<file path="src/hsl2rgb_pkg.sv">
// shared constants and types for the hsl to rgb converter
`timescale 1ns / 1ps

package hsl2rgb_pkg;

    // hue circle is 5760 units of 1/16 degree, split as 45 << 7
    localparam int REGION_UNITS = 1920;
    localparam int H_LOW_W      = 7;
    localparam int MOD_DIV      = 45;
    localparam int REM_W        = 6;

    // reduced hue magnitude and primary weights, up to one region plus a circle
    localparam int MAG_W = 13;
    // divisor is twice the larger weight
    localparam int DEN_W = MAG_W + 1;

    typedef logic [MAG_W-1:0] mag_t;
    typedef logic [1:0]       rgn_t;

    // which primaries share the hue region: rising one first
    localparam rgn_t RGN_RB = 2'd0;
    localparam rgn_t RGN_GR = 2'd1;
    localparam rgn_t RGN_BG = 2'd2;

    localparam mag_t REGION_1 = MAG_W'(REGION_UNITS);
    localparam mag_t REGION_2 = MAG_W'(2 * REGION_UNITS);
    localparam mag_t REGION_3 = MAG_W'(3 * REGION_UNITS);

endpackage

</file>
<file path="src/hsl2rgb_div.sv">
// pipelined restoring divider, one quotient bit per stage, two lanes on one divisor
`timescale 1ns / 1ps

module hsl2rgb_div #(
    parameter int DEN_W = 14,
    parameter int QUO_W = 13,
    parameter int TAG_W = 8
) (
    input  logic                   clk,
    input  logic                   rst_n,
    input  logic                   in_valid,
    input  logic [DEN_W+QUO_W-1:0] num_a,
    input  logic [DEN_W+QUO_W-1:0] num_b,
    input  logic [DEN_W-1:0]       den,
    input  logic [TAG_W-1:0]       tag,
    output logic                   out_valid,
    output logic [QUO_W-1:0]       quo_a,
    output logic [QUO_W-1:0]       quo_b,
    output logic [TAG_W-1:0]       tag_out
);

    localparam int STEP_W = DEN_W + QUO_W;

    logic                vld_reg  [QUO_W];
    logic [DEN_W-1:0]    rem_a_reg[QUO_W];
    logic [QUO_W-1:0]    nq_a_reg [QUO_W];
    logic [DEN_W-1:0]    rem_b_reg[QUO_W];
    logic [QUO_W-1:0]    nq_b_reg [QUO_W];
    logic [DEN_W-1:0]    den_reg  [QUO_W];
    logic [TAG_W-1:0]    tag_reg  [QUO_W];

    function automatic logic [STEP_W-1:0] div_step(
        input logic [DEN_W-1:0] rem,
        input logic [QUO_W-1:0] nq,
        input logic [DEN_W-1:0] d
    );
        logic [DEN_W:0] t;
        logic [DEN_W:0] diff;
        logic           take;
        t    = {rem, nq[QUO_W-1]};
        diff = t - {1'b0, d};
        take = (t >= {1'b0, d});
        return {(take ? diff[DEN_W-1:0] : t[DEN_W-1:0]), nq[QUO_W-2:0], take};
    endfunction

    for (genvar i = 0; i < QUO_W; i++)
    begin : g_stage
        logic                vld_in;
        logic [DEN_W-1:0]    rem_a_in;
        logic [QUO_W-1:0]    nq_a_in;
        logic [DEN_W-1:0]    rem_b_in;
        logic [QUO_W-1:0]    nq_b_in;
        logic [DEN_W-1:0]    den_in;
        logic [TAG_W-1:0]    tag_in;
        logic [STEP_W-1:0]   step_a_next;
        logic [STEP_W-1:0]   step_b_next;

        if (i == 0)
        begin : g_first
            assign vld_in   = in_valid;
            assign rem_a_in = num_a[STEP_W-1:QUO_W];
            assign nq_a_in  = num_a[QUO_W-1:0];
            assign rem_b_in = num_b[STEP_W-1:QUO_W];
            assign nq_b_in  = num_b[QUO_W-1:0];
            assign den_in   = den;
            assign tag_in   = tag;
        end
        else
        begin : g_rest
            assign vld_in   = vld_reg[i-1];
            assign rem_a_in = rem_a_reg[i-1];
            assign nq_a_in  = nq_a_reg[i-1];
            assign rem_b_in = rem_b_reg[i-1];
            assign nq_b_in  = nq_b_reg[i-1];
            assign den_in   = den_reg[i-1];
            assign tag_in   = tag_reg[i-1];
        end

        assign step_a_next = div_step(rem_a_in, nq_a_in, den_in);
        assign step_b_next = div_step(rem_b_in, nq_b_in, den_in);

        always_ff @(posedge clk or negedge rst_n)
        begin
            if (!rst_n)
            begin
                vld_reg[i] <= 1'b0;
            end
            else
            begin
                vld_reg[i] <= vld_in;
            end
        end

        always_ff @(posedge clk)
        begin
            rem_a_reg[i] <= step_a_next[STEP_W-1:QUO_W];
            nq_a_reg[i]  <= step_a_next[QUO_W-1:0];
            rem_b_reg[i] <= step_b_next[STEP_W-1:QUO_W];
            nq_b_reg[i]  <= step_b_next[QUO_W-1:0];
            den_reg[i]   <= den_in;
            tag_reg[i]   <= tag_in;
        end
    end

    assign out_valid = vld_reg[QUO_W-1];
    assign quo_a     = nq_a_reg[QUO_W-1];
    assign quo_b     = nq_b_reg[QUO_W-1];
    assign tag_out   = tag_reg[QUO_W-1];

endmodule

</file>
<file path="src/hsl_to_rgb_color_convert.sv">
// hsl to rgb color converter, fixed point, fully pipelined
// done pulses once a request has passed stages 1 to 5, the divider and done_reg
// throughput: one request per cycle, busy stays low; depth is set by the divider,
// one quotient bit per stage for FRAC_BITS+1 stages
// reset: asynchronous, clears all valid bits, so no stale result is reported
`timescale 1ns / 1ps

module hsl_to_rgb_color_convert #(
    parameter int FRAC_BITS = 12,
    parameter int HUE_BITS  = 16
) (
    input  logic                       clk,
    input  logic                       rst_n,
    input  logic                       start,
    input  logic signed [HUE_BITS-1:0] hue,
    input  logic [FRAC_BITS:0]         saturation,
    input  logic [FRAC_BITS:0]         lightness,
    output logic                       busy,
    output logic                       done,
    output logic [FRAC_BITS:0]         red,
    output logic [FRAC_BITS:0]         green,
    output logic [FRAC_BITS:0]         blue
);

    import hsl2rgb_pkg::*;

    localparam int QW    = FRAC_BITS + 1;
    localparam int XW    = HUE_BITS - H_LOW_W;
    localparam int RSH   = XW + 6;
    localparam int KW    = XW + 2;
    localparam int PW    = XW + KW;
    localparam int QHW   = PW - RSH;
    localparam int DW3   = XW + REM_W;
    localparam int LW    = FRAC_BITS + 4;
    localparam int NW    = DEN_W + QW;
    localparam int TAG_W = 2 + 1 + LW;
    localparam int LAT   = FRAC_BITS + 7;

    localparam longint unsigned RECIP = ((64'd1 << RSH) + MOD_DIV - 1) / MOD_DIV;
    localparam logic [KW-1:0]   RECIP_K = KW'(RECIP);
    localparam logic [LW-1:0]   ONE_L   = LW'(1) << FRAC_BITS;
    localparam logic [QW-1:0]   ONE_Q   = QW'(1) << FRAC_BITS;

    // stage 1: hue magnitude
    logic                s1_vld_reg;
    logic                s1_neg_reg;
    logic [HUE_BITS-1:0] s1_mag_reg;
    logic [QW-1:0]       s1_sat_reg;
    logic [QW-1:0]       s1_lit_reg;
    logic [HUE_BITS-1:0] hue_abs;

    // stage 2: quotient by 45 through reciprocal
    logic                s2_vld_reg;
    logic                s2_neg_reg;
    logic [QHW-1:0]      s2_q_reg;
    logic [XW-1:0]       s2_x_reg;
    logic [H_LOW_W-1:0]  s2_low_reg;
    logic [QW-1:0]       s2_sat_reg;
    logic [QW-1:0]       s2_lit_reg;
    logic [PW-1:0]       recip_prod;

    // stage 3: reduced hue
    logic                s3_vld_reg;
    logic                s3_neg_reg;
    mag_t                s3_mag_reg;
    logic [QW-1:0]       s3_sat_reg;
    logic [QW-1:0]       s3_lit_reg;
    logic [DW3-1:0]      rem_diff;

    // stage 4: region weights and lightness term
    logic                s4_vld_reg;
    mag_t                s4_a_reg;
    mag_t                s4_b_reg;
    mag_t                s4_m_reg;
    logic                s4_aneg_reg;
    rgn_t                s4_rgn_reg;
    logic [QW-1:0]       s4_sat_reg;
    logic [LW-1:0]       s4_light_reg;
    mag_t                a_next;
    mag_t                b_next;
    mag_t                m_next;
    rgn_t                rgn_next;
    logic [LW-1:0]       light_next;

    // stage 5: rounded dividends
    logic                s5_vld_reg;
    logic [NW-1:0]       s5_num_a_reg;
    logic [NW-1:0]       s5_num_b_reg;
    logic [DEN_W-1:0]    s5_den_reg;
    logic [TAG_W-1:0]    s5_tag_reg;
    logic [NW-1:0]       prod_a;
    logic [NW-1:0]       prod_b;

    // divider and output
    logic                dv_vld;
    logic [QW-1:0]       dv_qa;
    logic [QW-1:0]       dv_qb;
    logic [TAG_W-1:0]    dv_tag;
    rgn_t                fin_rgn;
    logic                fin_aneg;
    logic [LW-1:0]       fin_light;
    logic [LW-1:0]       sum_a;
    logic [LW-1:0]       sum_b;
    logic [QW-1:0]       ch_a;
    logic [QW-1:0]       ch_b;
    logic [QW-1:0]       ch_z;
    logic                done_reg;
    logic [QW-1:0]       red_reg;
    logic [QW-1:0]       green_reg;
    logic [QW-1:0]       blue_reg;
    logic [QW-1:0]       red_next;
    logic [QW-1:0]       green_next;
    logic [QW-1:0]       blue_next;

    function automatic logic [QW-1:0] clamp_unit(input logic [LW-1:0] v);
        if (v[LW-1])
            return '0;
        else if (v > ONE_L)
            return ONE_Q;
        else
            return v[QW-1:0];
    endfunction

    assign busy = 1'b0;

    // valid chain
    always_ff @(posedge clk or negedge rst_n)
    begin
        if (!rst_n)
        begin
            s1_vld_reg <= 1'b0;
            s2_vld_reg <= 1'b0;
            s3_vld_reg <= 1'b0;
            s4_vld_reg <= 1'b0;
            s5_vld_reg <= 1'b0;
            done_reg   <= 1'b0;
        end
        else
        begin
            s1_vld_reg <= start && !busy;
            s2_vld_reg <= s1_vld_reg;
            s3_vld_reg <= s2_vld_reg;
            s4_vld_reg <= s3_vld_reg;
            s5_vld_reg <= s4_vld_reg;
            done_reg   <= dv_vld;
        end
    end

    assign hue_abs = hue[HUE_BITS-1] ? (~$unsigned(hue) + HUE_BITS'(1)) : $unsigned(hue);

    assign recip_prod = PW'(s1_mag_reg[HUE_BITS-1:H_LOW_W]) * PW'(RECIP_K);

    assign rem_diff = DW3'(s2_x_reg) - DW3'(s2_q_reg) * DW3'(MOD_DIV);

    always_comb
    begin
        if (s3_neg_reg)
        begin
            a_next   = s3_mag_reg;
            b_next   = REGION_1 + s3_mag_reg;
            rgn_next = RGN_RB;
        end
        else if (s3_mag_reg <= REGION_1)
        begin
            a_next   = s3_mag_reg;
            b_next   = REGION_1 - s3_mag_reg;
            rgn_next = RGN_RB;
        end
        else if (s3_mag_reg <= REGION_2)
        begin
            a_next   = s3_mag_reg - REGION_1;
            b_next   = REGION_2 - s3_mag_reg;
            rgn_next = RGN_GR;
        end
        else
        begin
            a_next   = s3_mag_reg - REGION_2;
            b_next   = REGION_3 - s3_mag_reg;
            rgn_next = RGN_BG;
        end
        m_next = (!s3_neg_reg && (a_next > b_next)) ? a_next : b_next;
        light_next = (s3_sat_reg != '0) ? ({2'b00, s3_lit_reg, 1'b0} - ONE_L)
                                        : {3'b000, s3_lit_reg};
    end

    assign prod_a = NW'(s4_a_reg) * NW'(s4_sat_reg);
    assign prod_b = NW'(s4_b_reg) * NW'(s4_sat_reg);

    always_ff @(posedge clk)
    begin
        s1_neg_reg   <= hue[HUE_BITS-1];
        s1_mag_reg   <= hue_abs;
        s1_sat_reg   <= saturation;
        s1_lit_reg   <= lightness;

        s2_neg_reg   <= s1_neg_reg;
        s2_q_reg     <= recip_prod[PW-1:RSH];
        s2_x_reg     <= s1_mag_reg[HUE_BITS-1:H_LOW_W];
        s2_low_reg   <= s1_mag_reg[H_LOW_W-1:0];
        s2_sat_reg   <= s1_sat_reg;
        s2_lit_reg   <= s1_lit_reg;

        s3_neg_reg   <= s2_neg_reg;
        s3_mag_reg   <= {rem_diff[REM_W-1:0], s2_low_reg};
        s3_sat_reg   <= s2_sat_reg;
        s3_lit_reg   <= s2_lit_reg;

        s4_a_reg     <= a_next;
        s4_b_reg     <= b_next;
        s4_m_reg     <= m_next;
        s4_aneg_reg  <= s3_neg_reg;
        s4_rgn_reg   <= rgn_next;
        s4_sat_reg   <= s3_sat_reg;
        s4_light_reg <= light_next;

        s5_num_a_reg <= (prod_a << 1) + NW'(s4_m_reg);
        s5_num_b_reg <= (prod_b << 1) + NW'(s4_m_reg);
        s5_den_reg   <= {s4_m_reg, 1'b0};
        s5_tag_reg   <= {s4_rgn_reg, s4_aneg_reg, s4_light_reg};
    end

    hsl2rgb_div #(
        .DEN_W (DEN_W),
        .QUO_W (QW),
        .TAG_W (TAG_W)
    ) u_div (
        .clk       (clk),
        .rst_n     (rst_n),
        .in_valid  (s5_vld_reg),
        .num_a     (s5_num_a_reg),
        .num_b     (s5_num_b_reg),
        .den       (s5_den_reg),
        .tag       (s5_tag_reg),
        .out_valid (dv_vld),
        .quo_a     (dv_qa),
        .quo_b     (dv_qb),
        .tag_out   (dv_tag)
    );

    assign fin_rgn   = dv_tag[TAG_W-1:TAG_W-2];
    assign fin_aneg  = dv_tag[LW];
    assign fin_light = dv_tag[LW-1:0];

    assign sum_a = (fin_aneg ? (LW'(0) - LW'(dv_qa)) : LW'(dv_qa)) + fin_light;
    assign sum_b = LW'(dv_qb) + fin_light;
    assign ch_a  = clamp_unit(sum_a);
    assign ch_b  = clamp_unit(sum_b);
    assign ch_z  = clamp_unit(fin_light);

    always_comb
    begin
        case (fin_rgn)
            RGN_RB:
            begin
                red_next   = ch_a;
                green_next = ch_z;
                blue_next  = ch_b;
            end
            RGN_GR:
            begin
                red_next   = ch_b;
                green_next = ch_a;
                blue_next  = ch_z;
            end
            RGN_BG:
            begin
                red_next   = ch_z;
                green_next = ch_b;
                blue_next  = ch_a;
            end
            default:
            begin
                red_next   = ch_z;
                green_next = ch_z;
                blue_next  = ch_z;
            end
        endcase
    end

    always_ff @(posedge clk)
    begin
        red_reg   <= red_next;
        green_reg <= green_next;
        blue_reg  <= blue_next;
    end

    assign done  = done_reg;
    assign red   = red_reg;
    assign green = green_reg;
    assign blue  = blue_reg;

    a_latency_hit: assert property (@(posedge clk) disable iff (!rst_n)
        start |-> ##LAT done)
        else $error("request did not complete after pipeline latency");

    a_latency_idle: assert property (@(posedge clk) disable iff (!rst_n)
        !start |-> ##LAT !done)
        else $error("result reported with no matching request");

    a_gray: assert property (@(posedge clk) disable iff (!rst_n)
        (start && saturation == '0) |-> ##LAT (red == green && green == blue))
        else $error("zero saturation did not give equal channels");

    a_range: assert property (@(posedge clk) disable iff (!rst_n)
        done |-> (red <= ONE_Q && green <= ONE_Q && blue <= ONE_Q))
        else $error("channel above full scale");

endmodule
</file>
<file path="config.mk">
export PLATFORM = sky130hd
export DESIGN_NAME = hsl_to_rgb_color_convert
export DESIGN_NICKNAME = d
export VERILOG_FILES = /design/src/hsl2rgb_pkg.sv /design/src/hsl2rgb_div.sv /design/src/hsl_to_rgb_color_convert.sv
export SDC_FILE = /design/constraint.sdc
export NUM_CORES = 2
export LEC_CHECK = 0
export BUFFER_PORTS_ARGS = -buffer_cell sky130_fd_sc_hd__buf_2
export CORE_ASPECT_RATIO = 1.25
export CORE_UTILIZATION = 45
export CTS_BUF_LIST = sky130_fd_sc_hd__clkbuf_16
export DETAILED_ROUTE_END_ITERATION = 8
export PLACE_DENSITY = 0.61
export SLEW_MARGIN = 20
export SYNTH_ARGS = -nofsm -noshare
export SYNTH_HDL_FRONTEND = slang
export SYNTH_HIERARCHICAL = 1
export SYNTH_SLANG_ARGS = --single-unit
</file>
<file path="constraint.sdc">
create_clock -name clk -period 10.7 [get_ports clk]
set_input_delay 1.07 -clock clk [delete_from_list [all_inputs] [get_ports clk]]
set_output_delay 1.07 -clock clk [all_outputs]
set_load 0.05 [all_outputs]
</file>
# ---- After elaboration in Yosys (flattened, before gate mapping)
# Memory sizes are Yosys's and may differ from the RTL's.
# Cells that the tools add are included.
dict set report word_totals {
  inputBits 45
  n_memories 6
  output_inout_bits 41
  ramBits 1131
  register_bits 341
}
dict set report classes {
  n_bitwise 1
  magnitude_cmp 32
  mux 46
  eq_ne 2
  addsub 40
  n_reduce_logical 5
  multipliers 4
}
# name words word_bits rd rd_ports_with_merged_regs wr line_no
set memory_table {}
lappend memory_table {u_div.tag_reg 13 19 13 0 13 hsl2rgb_div.sv:30} ;# logic [TAG_W-1:0] tag_reg [QUO_W];
lappend memory_table {u_div.den_reg 13 14 12 0 13 hsl2rgb_div.sv:29} ;# logic [DEN_W-1:0] den_reg [QUO_W];
lappend memory_table {u_div.rem_a_reg 13 14 12 0 13 hsl2rgb_div.sv:25} ;# logic [DEN_W-1:0] rem_a_reg[QUO_W];
lappend memory_table {u_div.rem_b_reg 13 14 12 0 13 hsl2rgb_div.sv:27} ;# logic [DEN_W-1:0] rem_b_reg[QUO_W];
lappend memory_table {u_div.nq_a_reg 13 13 13 0 13 hsl2rgb_div.sv:26} ;# logic [QUO_W-1:0] nq_a_reg [QUO_W];
lappend memory_table {u_div.nq_b_reg 13 13 13 0 13 hsl2rgb_div.sv:28} ;# logic [QUO_W-1:0] nq_b_reg [QUO_W];
# operator count
set op_table {}
lappend op_table {{>= comparator 15 x 14 -> 1 bit} 26}
lappend op_table {{two-way mux 14 bit} 26}
lappend op_table {{subtractor 14 bit} 26}
lappend op_table {{two-way mux 13 bit} 14}
lappend op_table {{one-hot mux 13 bit (2 select lines)} 3}
lappend op_table {{adder 27 x 13 -> 27 bit} 2}
lappend op_table {{multiplier 13 x 13 -> 26 bit} 2}
lappend op_table {{> comparator 16 x 13 -> 1 bit, second input constant} 3}
lappend op_table {{multiplier 9 x 10 -> 19 bit, second input constant} 1}
lappend op_table {{adder 13 x 16 -> 16 bit} 1}
lappend op_table {{adder 16 x 1 -> 16 bit, second input constant} 1}
lappend op_table {{adder 16 bit} 1}
lappend op_table {{two-way mux 16 bit} 1}
lappend op_table {{NOT 16 bit} 1}
lappend op_table {{two-way mux 15 bit} 1}
lappend op_table {{subtractor 14 x 13 -> 15 bit, second input constant} 1}
lappend op_table {{subtractor 1 x 13 -> 14 bit, first input constant} 1}
lappend op_table {{adder 11 x 13 -> 13 bit, first input constant} 1}
lappend op_table {{> comparator 13 bit} 1}
lappend op_table {{less-or-equal comparator 13 x 11 -> 1 bit, second input constant} 1}
lappend op_table {{less-or-equal comparator 13 x 12 -> 1 bit, second input constant} 1}
lappend op_table {{nonzero test 13 bit} 1}
lappend op_table {{subtractor 11 x 13 -> 13 bit, first input constant} 1}
lappend op_table {{subtractor 12 x 13 -> 13 bit, first input constant} 1}
lappend op_table {{other kinds (12)} 12}

# ---- Logic depth before layout (Yosys ltp)
# An unclocked memory read counts as a cell.
dict set report logic_depth {
  depth_word 8
  ltp_mapped 26
  depth_no_buf 25
}

# ---- Cells and area by module
# Netlist, hierarchy kept.
# module cells_each n_inst seq_area_each_um2 area_per_inst_um2
set by_module_without_submodules {}
lappend by_module_without_submodules {hsl2rgb_div 3935 1 22126.2 43023.8}
lappend by_module_without_submodules {hsl_to_rgb_color_convert 2718 1 6476.2 25401.9}

# ---- Worst setup path before layout
# Ideal clock, no wire load.
dict set report synth_path {
  path_type {flip-flop to flip-flop}
  startpoint {register s4_b_reg[5]}
  endpoint {register s5_num_b_reg[26]}
  setup_slack_ns 4.466
  t_required_ns 10.571
  stages_incl_launch_ff 27
  arrival_time_ns 6.104
  period_less_slack_ns 6.234
  path_cell_list {dfxtp_1 clkbuf_1 and2_1 fa_1 inv_1 fa_1 inv_1 fa_1 inv_1 fa_1 fa_1 inv_1 ha_1 or2_1 a21oi_1 nor2_1 a21oi_1 xnor2_1 ha_1 nand2_1 nor2_1 a2111oi_1 or2b_2 nor4_4 nand4bb_4 nor2_2 xnor3_1}
}
dict set report synth_via {
  elab_chain_len 2
}
# element line_no
set synth_rtl {}
lappend synth_rtl {{start, declared} hsl_to_rgb_color_convert.sv:73} ;# mag_t s4_b_reg;
lappend synth_rtl {{start signal, assigned} hsl_to_rgb_color_convert.sv:209} ;# s4_b_reg <= b_next;
lappend synth_rtl {{multiplier 13 x 13 -> 26 bit} hsl_to_rgb_color_convert.sv:187} ;# assign prod_b = NW'(s4_b_reg) * NW'(s4_sat_reg);
lappend synth_rtl {{adder 27 x 13 -> 27 bit} hsl_to_rgb_color_convert.sv:217} ;# s5_num_b_reg <= (prod_b << 1) + NW'(s4_m_reg);
lappend synth_rtl {{end signal, assigned} hsl_to_rgb_color_convert.sv:217}
lappend synth_rtl {{end, declared} hsl_to_rgb_color_convert.sv:88} ;# logic [NW-1:0] s5_num_b_reg;
# Every way passes these cells.
# A chain may end at the register's enable or synchronous reset.

# ---- Final worst setup path
dict set report layout_path {
  startpoint {register s4_sat_reg[9]}
  endpoint {register s5_num_a_reg[26]}
}
dict set report layout_via {
  elab_chain_len 2
}
# element line_no
set layout_rtl {}
lappend layout_rtl {{start, declared} hsl_to_rgb_color_convert.sv:77} ;# logic [QW-1:0] s4_sat_reg;
lappend layout_rtl {{start signal, assigned} hsl_to_rgb_color_convert.sv:213} ;# s4_sat_reg <= s3_sat_reg;
lappend layout_rtl {{multiplier 13 x 13 -> 26 bit} hsl_to_rgb_color_convert.sv:186} ;# assign prod_a = NW'(s4_a_reg) * NW'(s4_sat_reg);
lappend layout_rtl {{adder 27 x 13 -> 27 bit} hsl_to_rgb_color_convert.sv:216} ;# s5_num_a_reg <= (prod_a << 1) + NW'(s4_m_reg);
lappend layout_rtl {{end signal, assigned} hsl_to_rgb_color_convert.sv:216}
lappend layout_rtl {{end, declared} hsl_to_rgb_color_convert.sv:87} ;# logic [NW-1:0] s5_num_a_reg;
# Every way passes these cells.

==> results.sh <==
export IMPL_status="finished, final reports clean"
export IMPL_synthCells=6653
export IMPL_end_kind="flip-flop"
export IMPL_postSynthAreaPerCell_um2=10.3
export IMPL_dp_hpwl_um=126000
export IMPL_fp_dieW_um=351
export IMPL_hold_viol=0
export IMPL_drt_iter0_markers=2006
export IMPL_vias=46300
export IMPL_drt_total_wl_um=157000
export IMPL_arrival_ns=7.86
export IMPL_grt_pass1_vias=47200
export IMPL_largest_reg_flops=247
export IMPL_finalSetupTns_ns=0
export IMPL_drive_above_1_share_pct=8.81
export IMPL_worst_slack_ns=3.55
export IMPL_drv_cap=0
export IMPL_seqCellArea_mm2=0.0286
export IMPL_synth_top_cell_area_share_pct=41.1
export IMPL_cts_buffer_depth=3
export IMPL_cts_sinks=1424
export IMPL_grt_ovfl_total=0
export IMPL_chipHeight_um=438
export IMPL_synth_async_reset_ratio_pct=1.33
export IMPL_synth_edf_count=0
export IMPL_cts_buffers=142
export IMPL_final_core_util_pct=50.3
export IMPL_cts_reportedPaths_clkPinSlew_ns=0.06
export IMPL_wl_per_cell_um=17.7
export IMPL_cp_cell_sequence="nand2_1 > fa_1 > fa_1 > inv_1 > ha_1 > fa_1 > inv_1 > fa_1 > inv_1 > ha_1 > a2111oi_0 > o21ai_1 > nand2_1 > xnor2_1 > ha_1 > nand4_1 > a41oi_1 > nand4_1 > nor4_1 > xnor2_1"
export IMPL_final_max_slew_viol_count=0
export IMPL_ys_flop_type="dfxtp_1"
export IMPL_setup_violations=0
export IMPL_fin_worst_skew_ns=0.0333
export IMPL_synthToLayoutAreaGrowth_pct=10.6
export IMPL_die_area_mm2=0.154
export IMPL_cts_hold_buf=0
export IMPL_port_buffers=84
export IMPL_ioPinCount=86
export IMPL_grt_util_all_layers_pct=20.7
export IMPL_cts_tree="yes"
export IMPL_cp_slowest_stage_delay_ns=1.03
export IMPL_cts_setup_buffers=0
export IMPL_timing_fmax_mhz=140
export IMPL_synth_largest_area_cell="dfxtp_1"
export IMPL_grt_pass1_wl_um=249000
export IMPL_clk_latency_ns=0.79
export IMPL_yosysSeqAreaShare_pct=41.8
export IMPL_drtPass1Iterations=5
export IMPL_cts_htree_levels=4
export IMPL_hp_class="input port to asynchronous set/reset pin"
export IMPL_slew_headroom_pct=19.8
export IMPL_vias_per_cell=5.20
export IMPL_initial_core_util_pct=45.4
export IMPL_cp_max_fo=25
export IMPL_synth_commonest_cells="dfxtp_1, inv_1, ha_1, nand2_1, nor2_1"
export IMPL_slowest_stage="dfxtp_1"
export IMPL_syn_area_mm2=0.0684
export IMPL_path_common_cell="fa_1"
export IMPL_yosys_register_bits=1424
export IMPL_layout_worst_path_cycle_share_pct=66.8
export IMPL_clockRootBuffer="clkbuf_16"
export IMPL_ys_types=102
export IMPL_tightest_slew_ns=1.19
export IMPL_rsz0062_at_grt="no"
export IMPL_drc=0
export IMPL_num_fill_cells=13700
export IMPL_cp_required_ns=11.41
export IMPL_antenna_found_initial=4
export IMPL_cts_resized=0
export IMPL_ant_nets=0
export IMPL_multi_input_area_mm2=0.0365
export IMPL_place_congestion=0.923
export IMPL_nets=7793
export IMPL_ys_warn_count=6
export IMPL_pre_cts_ws_ns=3.57
export IMPL_final_min_clock_period_ns=7.15
export IMPL_std_cell_rows=159
export IMPL_coreArea_mm2=0.151
export IMPL_startpoint_type="flip-flop"
export IMPL_yosysMostFrequentCell="dfxtp_1"
export IMPL_synth_area_top_cells="dfxtp_1, ha_1, fa_1, inv_1, mux2_2"
export IMPL_grt_max_degree=30
export IMPL_path_class="flip-flop to flip-flop"
-- worst paths after layout --
path	slack, ns	startpoint	to	cells past startpoint
min	0.20	rst_n	done	1
min in group clk	0.30	u_div/nq_a_reg[1][43]	u_div/nq_a_reg[1][57]	0
max	3.55	s4_sat_reg[9]	s5_num_a_reg[26]	20
min reg2reg	0.30	u_div/nq_a_reg[1][43]	u_div/nq_a_reg[1][57]	0
max reg2reg	3.55	s4_sat_reg[9]	s5_num_a_reg[26]	20
max in group asynchronous	10.21	rst_n	s3_vld_reg	1
-- worst max-delay path: cells and delay by family (launching register included) --
family                     cells  cell delay (ns)
adders and majority gates      7             3.19
buffers and inverters          3             0.13
xor gates and xnor gates       2             0.23
and+or+nand+nor                5             1.33
AOI/OAI and AO/OA              3             1.15
DFF                            1             1.03
-- placed cells by master, fill, tap and decap left out, drive strengths merged, types with 36 or more instances in the layout --
cell,n
a211oi,60
a21o,120
a21oi,260
and2,178
and3,55
buf,101
clkbuf,143
clkinv,54
dfxtp,1405
fa,294
ha,665
inv,798
mux2,234
mux2i,49
nand2,422
nand2b,42
nand3,133
nor2,339
nor2b,71
nor3,134
nor4,36
o21a,120
o21ai,198
o31ai,44
xnor2,248
xor2,122
-- cell families (layout without fill, tap and decap cells) --
kind of cell | Yosys count | count (layout) | synth area share (%)
adder cells (fa/ha/maj) | 959 | 959 | 20.8
multiplexers | 283 | 283 | 4.61
buffers and inverters | 885 | 1117 | 4.93
XOR/XNOR | 371 | 371 | 4.78
AO/OA/AOI/OAI | 1171 | 1171 | 11.7
flip-flops | 1424 | 1424 | 41.8
other | 1 | 8 | 0.00548
AND/OR/NAND/NOR | 1559 | 1559 | 11.4
-- cell type report --
| type | count | area share [%] |
|---|---|---|
| clock buffer | 143 | 4.73 |
| sequential | 1424 | 37.8 |
| inverter | 771 | 3.82 |
| antenna | 2 | 0.00661 |
| timing repair buffer | 101 | 0.724 |
| clock inverter | 102 | 1.36 |
| multi-input combinational | 4349 | 48.3 |
| tap | 2012 | 3.33 |
-- metal layers --
layer  wire (um)  GRT usage, %  up-vias  part of all wire (%)
met2       80200          37.7      912                    51
li1            -             -    23000                     -
met4        8690          11.4        2                   5.5
met1       63100          23.0    22000                    40
met3        5200          2.73      344                   3.3
met5          13             0        -                0.0083
-- through the flow --
stage / hold WS (ns) / cell area (um^2) / cells
floorplan: 0.310 / 68400 / 6658
global placement: 0.310 / 71000 / 8657
detailed placement: 0.312 / 71000 / 8657
CTS: 0.145 / 75600 / 8902
global route: 0.202 / 75700 / 8903
finish: 0.202 / 75700 / 8904
Power is not shown: default switching activity piles up to over one toggle a cycle in this logic, so the estimate is an artifact.
